**config.mk**
```make
export PLATFORM = sky130hd
export DESIGN_NAME = approximate_pattern_match
export DESIGN_NICKNAME = d
export VERILOG_FILES = /design/src/apm_pkg.sv /design/src/apm_cell.sv /design/src/approximate_pattern_match.sv
export SDC_FILE = /design/constraint.sdc
export NUM_CORES = 2
export LEC_CHECK = 0
export BUFFER_PORTS_ARGS = -buffer_cell sky130_fd_sc_hd__buf_2
export CAP_MARGIN = 20
export CORE_MARGIN = 2
export CORE_UTILIZATION = 50
export CTS_CLUSTER_DIAMETER = 80
export CTS_CLUSTER_SIZE = 24
export DETAILED_ROUTE_END_ITERATION = 8
export HOLD_SLACK_MARGIN = 0.08
export PLACE_DENSITY = 0.78
export SLEW_MARGIN = 20
export SYNTH_ARGS = -nofsm -noshare
export SYNTH_HDL_FRONTEND = slang
export SYNTH_HIERARCHICAL = 1
export SYNTH_SLANG_ARGS = --single-unit
export TNS_END_PERCENT = 10
```
**constraint.sdc**
```tcl
create_clock -name clock -period 5.65 [get_ports clock]
set_input_delay 0.2825 -clock clock [delete_from_list [all_inputs] [get_ports clock]]
set_output_delay 0.2825 -clock clock [all_outputs]
set_load 0.01 [all_outputs]
```
**src/apm_pkg.sv**
```systemverilog
// Shared constants and the inter-cell link type for the approximate pattern matcher.
package apm_pkg;

   localparam int PATTERN_MAX_DEFAULT = 16;
   localparam int REG_CHARS = 16;
   localparam int CHAR_W = 8;
   localparam int DIST_W = 5;
   localparam int POS_W = 32;
   localparam int CSR_DATA_W = 64;
   localparam int CSR_INDEX_W = 2;

   localparam logic [CSR_INDEX_W-1:0] CSR_PATTERN_LOW = 2'd0;
   localparam logic [CSR_INDEX_W-1:0] CSR_PATTERN_HIGH = 2'd1;
   localparam logic [CSR_INDEX_W-1:0] CSR_PATTERN_LENGTH = 2'd2;
   localparam logic [CSR_INDEX_W-1:0] CSR_MAX_ERRORS = 2'd3;

   typedef struct packed {
      logic              valid;
      logic              restart;
      logic [CHAR_W-1:0] ch;
      logic [DIST_W-1:0] above;
      logic [DIST_W-1:0] diag;
      logic [DIST_W-1:0] bottom;
   } link_type;

endpackage

```
**src/apm_cell.sv**
```systemverilog
// One systolic cell: holds one row of the distance column and passes the text byte on.
module apm_cell #(
   parameter int INDEX = 0
) (
   input  logic                       clock,
   input  logic                       reset,
   input  logic                       advance,
   input  logic [apm_pkg::CHAR_W-1:0] pattern_char,
   input  logic                       select,
   input  apm_pkg::link_type          up_link,
   output apm_pkg::link_type          down_link
);

   localparam logic [apm_pkg::DIST_W-1:0] RESET_VALUE = apm_pkg::DIST_W'(INDEX + 1);
   localparam logic [apm_pkg::DIST_W:0] SAT_VALUE = {1'b0, {apm_pkg::DIST_W{1'b1}}};

   logic [apm_pkg::DIST_W-1:0] col_ff, col_in;
   apm_pkg::link_type          link_ff, link_in;
   logic [apm_pkg::DIST_W-1:0] old_value;
   logic [apm_pkg::DIST_W:0]   cost, del_sum, ins_sum, sub_sum, min_a, min_b;
   logic [apm_pkg::DIST_W-1:0] best;

   always_comb begin
      old_value = up_link.restart ? RESET_VALUE : col_ff;
      cost = {{apm_pkg::DIST_W{1'b0}}, (pattern_char != up_link.ch)};
      del_sum = {1'b0, old_value} + 1'b1;
      ins_sum = {1'b0, up_link.above} + 1'b1;
      sub_sum = {1'b0, up_link.diag} + cost;
      min_a = (del_sum < ins_sum) ? del_sum : ins_sum;
      min_b = (min_a < sub_sum) ? min_a : sub_sum;
      best = (min_b > SAT_VALUE) ? SAT_VALUE[apm_pkg::DIST_W-1:0]
                                 : min_b[apm_pkg::DIST_W-1:0];
   end

   always_comb begin
      col_in = col_ff;
      link_in = link_ff;
      if (advance) begin
         link_in.valid = up_link.valid;
         if (up_link.valid) begin
            col_in = best;
            link_in.restart = up_link.restart;
            link_in.ch = up_link.ch;
            link_in.above = best;
            link_in.diag = old_value;
            link_in.bottom = select ? best : up_link.bottom;
         end
      end
   end

   always_ff @(posedge clock) begin
      if (reset) begin
         col_ff <= RESET_VALUE;
         link_ff <= '0;
      end else begin
         col_ff <= col_in;
         link_ff <= link_in;
      end
   end

   assign down_link = link_ff;

endmodule

```
**src/approximate_pattern_match.sv**
```systemverilog
// Top level: CSR bank, skewed row of edit-distance cells and result position counter.
//
//   channel | direction | transfer when          | payload
//   req     | in        | req_valid & req_ready  | req_text_char, req_restart
//   rsp     | out       | rsp_valid & rsp_ready  | rsp_distance, rsp_is_match, rsp_text_position
//   csr     | in        | csr_valid & csr_ready  | csr_index, csr_data
//
// One byte per cycle unless stalled; the row is ROWS cells long (ROWS = min(PATTERN_MAX, 16)).
// The last cell's stage is the output register; the whole row freezes while it holds an
// untaken result, and req_ready follows.
// Reset is synchronous: column rows return to i+1, position to zero, pattern to defaults.
// CSR writes are always taken.
module approximate_pattern_match #(
   parameter int PATTERN_MAX = apm_pkg::PATTERN_MAX_DEFAULT
) (
   input  logic                            clock,
   input  logic                            reset,
   input  logic                            req_valid,
   output logic                            req_ready,
   input  logic [apm_pkg::CHAR_W-1:0]      req_text_char,
   input  logic                            req_restart,
   output logic                            rsp_valid,
   input  logic                            rsp_ready,
   output logic [apm_pkg::DIST_W-1:0]      rsp_distance,
   output logic                            rsp_is_match,
   output logic [apm_pkg::POS_W-1:0]       rsp_text_position,
   input  logic                            csr_valid,
   output logic                            csr_ready,
   input  logic [apm_pkg::CSR_INDEX_W-1:0] csr_index,
   input  logic [apm_pkg::CSR_DATA_W-1:0]  csr_data
);

   localparam int ROWS = (PATTERN_MAX < apm_pkg::REG_CHARS) ? PATTERN_MAX : apm_pkg::REG_CHARS;
   localparam logic [apm_pkg::POS_W-1:0] POS_MAX = {apm_pkg::POS_W{1'b1}};

   logic [apm_pkg::CSR_DATA_W-1:0]   pat_lo_ff, pat_hi_ff;
   logic [apm_pkg::DIST_W-1:0]       len_ff, max_err_ff;
   logic [2*apm_pkg::CSR_DATA_W-1:0] pattern;
   logic [apm_pkg::DIST_W-1:0]       m_eff;
   logic [apm_pkg::POS_W-1:0]        pos_ff, pos_in;
   logic                             advance;
   apm_pkg::link_type                links [0:ROWS];

   assign csr_ready = 1'b1;

   always_ff @(posedge clock) begin
      if (reset) begin
         pat_lo_ff <= '0;
         pat_hi_ff <= '0;
         len_ff <= apm_pkg::DIST_W'(1);
         max_err_ff <= '0;
      end else if (csr_valid) begin
         case (csr_index)
            apm_pkg::CSR_PATTERN_LOW: pat_lo_ff <= csr_data;
            apm_pkg::CSR_PATTERN_HIGH: pat_hi_ff <= csr_data;
            apm_pkg::CSR_PATTERN_LENGTH: len_ff <= csr_data[apm_pkg::DIST_W-1:0];
            apm_pkg::CSR_MAX_ERRORS: max_err_ff <= csr_data[apm_pkg::DIST_W-1:0];
            default: ;
         endcase
      end
   end

   assign pattern = {pat_hi_ff, pat_lo_ff};

   always_comb begin
      if (len_ff == '0) begin
         m_eff = apm_pkg::DIST_W'(1);
      end else if (len_ff > apm_pkg::DIST_W'(ROWS)) begin
         m_eff = apm_pkg::DIST_W'(ROWS);
      end else begin
         m_eff = len_ff;
      end
   end

   assign advance = !links[ROWS].valid || rsp_ready;
   assign req_ready = advance;

   always_comb begin
      links[0].valid = req_valid;
      links[0].restart = req_restart;
      links[0].ch = req_text_char;
      links[0].above = '0;
      links[0].diag = '0;
      links[0].bottom = '0;
   end

   for (genvar i = 0; i < ROWS; i++) begin : g_cell
      apm_cell #(
         .INDEX(i)
      ) u_cell (
         .clock(clock),
         .reset(reset),
         .advance(advance),
         .pattern_char(pattern[apm_pkg::CHAR_W*i +: apm_pkg::CHAR_W]),
         .select(m_eff == apm_pkg::DIST_W'(i + 1)),
         .up_link(links[i]),
         .down_link(links[i+1])
      );
   end

   assign rsp_valid = links[ROWS].valid;
   assign rsp_distance = links[ROWS].bottom;
   assign rsp_is_match = (links[ROWS].bottom <= max_err_ff);
   assign rsp_text_position = links[ROWS].restart ? '0 : pos_ff;

   always_comb begin
      pos_in = pos_ff;
      if (rsp_valid && rsp_ready) begin
         pos_in = (rsp_text_position == POS_MAX) ? POS_MAX : rsp_text_position + 1'b1;
      end
   end

   always_ff @(posedge clock) begin
      if (reset) begin
         pos_ff <= '0;
      end else begin
         pos_ff <= pos_in;
      end
   end

`ifndef SYNTHESIS
   a_dist_bound: assert property (@(posedge clock) disable iff (reset)
      rsp_valid |-> rsp_distance <= m_eff)
      else $error("distance exceeds pattern length");

   a_req_enters_row: assert property (@(posedge clock) disable iff (reset)
      (req_valid && req_ready) |=> links[1].valid)
      else $error("accepted byte missing from first cell");

   a_pos_step: assert property (@(posedge clock) disable iff (reset)
      (rsp_valid && rsp_ready) |=>
         (pos_ff == (($past(rsp_text_position) == POS_MAX) ? POS_MAX
                                                          : $past(rsp_text_position) + 1'b1)))
      else $error("position counter did not step");
`endif

endmodule
```
==> metrics.txt <==
run status complete, no violations; Die W 273 µm; CP required 6130 ps; die footprint 74400 µm²; min cycle time layout 5080 ps; Hold WC Path Type in2reg; Hold Crit Depth 2; maxcap violations 0; WP depth 18; clock power share 0.212; top cell family by delay on the critical path compound AO/OA/AOI/OAI gates; vias in the first global route 29900; worst skew pair latency 630 ps; core area 71500 µm²; CTS clk-pin slew, worst paths 90 ps; Die Span Y 273 µm; PwrDens 317 nW/µm²; Hold Fails Final Rpt 0; capturing point of the worst reg2reg path g_cell[8].u_cell/down_link[4]$_SDFFE_PP0P_; Final #Nets 4806; drc violations 0; WL final 97000 µm; DRT Pass-1 Iters 6; global-route wire length before repair 157000 µm; Clock Skew 12.5 ps; Least-Margin Pin Slew 1080 ps; Switching Power 4.77 mW; CTS max path bufs 3; CP Cell Sequence nor2_2, inv_1, ha_1, nand3_1, xor2_1, nor2_1, ha_1, and3_4, a221oi_4, and2_1, mux2i_2, ha_1, a211oi_1, o211ai_1, a311o_1, o21a_1, nor4b_2, o22ai_1; # clock sinks 589; Setup TNS 0 ps; Slowest Stage Delay on Critical Path 420 ps; slew margin rel. 0.278; yosys warns 6; Period Utilization, post-route 0.898; H-tree levels 1; area grow syn2layout 6.85%; RSZ-0062 raised after global routing no; number of cell rows 98; Sequential Power Share 0.363; I/O Buffers 119; gr usage total 0.251; maximum fanout along the worst path 10; Min-Delay Startpoint reset; Max Transition Viols Final 0; Max IR drop VDD 0.931 mV; crit path launch type flop; Post-DRT Antenna Nets 0; DR vias/cell 5.92; Post-Syn Area 36100 µm²; Int Power 7.47 mW; Worst path slowest cell dfxtp_1; wire per inst 17.7 µm; Most common cell on crit path ha_1; Worst Hold Path EP g_cell[10].u_cell/down_link[9]$_SDFFE_PP0P_; switching share of power 0.389; FF/Latch Area 11800 µm²; share of layout cells above drive strength 1 0.0892; utilization after layout 0.540; vias post-DR 32300; I/O pins 121; Starting Density 0.505; Reg2Reg Setup Slack 570 ps; Reg2Reg Depth 18; syn_area_per_cell 8.05 µm²; TritonCTS Buffers 31; critical path capture point type flop; Lkg Pwr 14.8 nW; crit path DAT 5560 ps; final setup fails 0; clk root buf clkbuf_16; critical path type reg2reg; combinational cell fraction of total power 0.424; DR iter-0 viols 3024; number of fill cells 6578; TritonCTS clock tree done; multi-input logic area 22600 µm²; maximum clock rate 197 MHz; gpl congestion 0.936; initial antenna violation count 5; Buf/Inv on CP 1; worst reg2reg startpoint g_cell[7].u_cell/down_link[23]$_SDFFE_PP0P_; pin count of the biggest net entering global routing 176; grt ovf 0; post-synthesis instance total 4487; DP HPWL 71600 µm
-- stage by stage --
step           setup WS (ps)  std cells  hold WS, ps  instance area, µm²  total power, mW
2_1_floorplan           1250       4517          379               36200             8.60
3_3_place_gp             680       5344          447               36900             9.48
3_5_place_dp             679       5344          454               36900             9.57
4_1_cts                  657       5459          141               38600             12.2
5_1_grt                  202       5464          186               38600             13.0
6_report                 574       5466          147               38600             12.2
-- final cells by class --
class / count / share of cell area
multi-input combinational: 3535 / 0.586
sequential: 589 / 0.306
antenna: 7 / 0.000454
inverter: 129 / 0.0127
timing repair buffer: 214 / 0.0396
clock inverter: 11 / 0.00480
tap: 950 / 0.0308
clock buffer: 31 / 0.0201
-- timing repair --
item / CTS / global route
resized for setup: 0 / 0
hold buffers: 73 / 0
endpoints found under the hold margin: 151 / 0
setup buffers: 0 / 0
-- state kept, by name, summed over array words and instances (netlist names) --
| signal | count |
|---|---|
| g_cell.u_cell/col_ff | 80 |
| g_cell.u_cell/down_link | 339 |
| len_ff | 5 |
| max_err_ff | 5 |
| pat_hi_ff | 64 |
| pat_lo_ff | 64 |
| pos_ff | 32 |
-- worst max-delay path by stage --
| stage | startpoint | end | slack (ps) |
|---|---|---|---|
| 3_5_place_dp | g_cell[7].u_cell/down_link[23]$_SDFFE_PP0P_ | g_cell[8].u_cell/down_link[4]$_SDFFE_PP0P_ | 680 |
| 4_1_cts | g_cell[7].u_cell/down_link[23]$_SDFFE_PP0P_ | g_cell[8].u_cell/down_link[4]$_SDFFE_PP0P_ | 660 |
| 5_1_grt | g_cell[7].u_cell/down_link[23]$_SDFFE_PP0P_ | g_cell[8].u_cell/down_link[1]$_SDFFE_PP0P_ | 200 |
| 3_3_place_gp | g_cell[7].u_cell/down_link[23]$_SDFFE_PP0P_ | g_cell[8].u_cell/down_link[4]$_SDFFE_PP0P_ | 680 |
| 6_report | g_cell[7].u_cell/down_link[23]$_SDFFE_PP0P_ | g_cell[8].u_cell/down_link[4]$_SDFFE_PP0P_ | 570 |
| 2_1_floorplan | g_cell[4].u_cell/down_link[23]$_SDFFE_PP0P_ | g_cell[5].u_cell/col_ff[4]$_SDFFE_PP0P_ | 1250 |
-- per-layer routing --
| layer | GRT usage | vias up | wire length, µm |
|---|---|---|---|
| met5 | 0 | - | 0 |
| met4 | 0.0600 | 0 | 2270 |
| met3 | 0.0355 | 161 | 6210 |
| met2 | 0.406 | 951 | 43800 |
| met1 | 0.353 | 15300 | 44700 |
| li1 | - | 15900 | - |
-- cell usage in the layout (no fill, tap or decap), types with 13 or more instances in the layout --
master	count
nor3_1	115
mux2i_1	27
nor4_1	50
and3_1	69
buf_4	20
a211oi_1	34
o21ai_1	25
o211ai_1	15
clkbuf_16	31
a31oi_1	31
inv_1	125
dfxtp_1	588
buf_2	118
nand3_1	143
a311oi_1	20
o31ai_1	40
or2_2	15
o21ai_0	146
xor2_1	186
o32ai_1	31
a21oi_1	490
nand2b_1	50
and4_1	13
or3_1	18
ha_1	226
o21a_1	27
xnor2_1	78
nand2_1	774
o221ai_1	21
nor2_1	263
nand4_1	34
nand3b_1	33
nor2b_1	55
conb_1	32
dlygate4sd3_1	73
o22ai_1	31
nor3b_1	63
and2_1	33
a21o_1	27
-- power groups by stage --
stage	Clock (mW)	Sequential [mW]	Combinational (mW)
floorplan	0	4.46	4.14
global placement	0	4.54	4.95
detailed placement	0	4.54	5.03
CTS	2.63	4.44	5.11
global route	2.78	4.46	5.73
finish	2.60	4.45	5.19
Note: power is estimated with default switching activity, not from simulation.
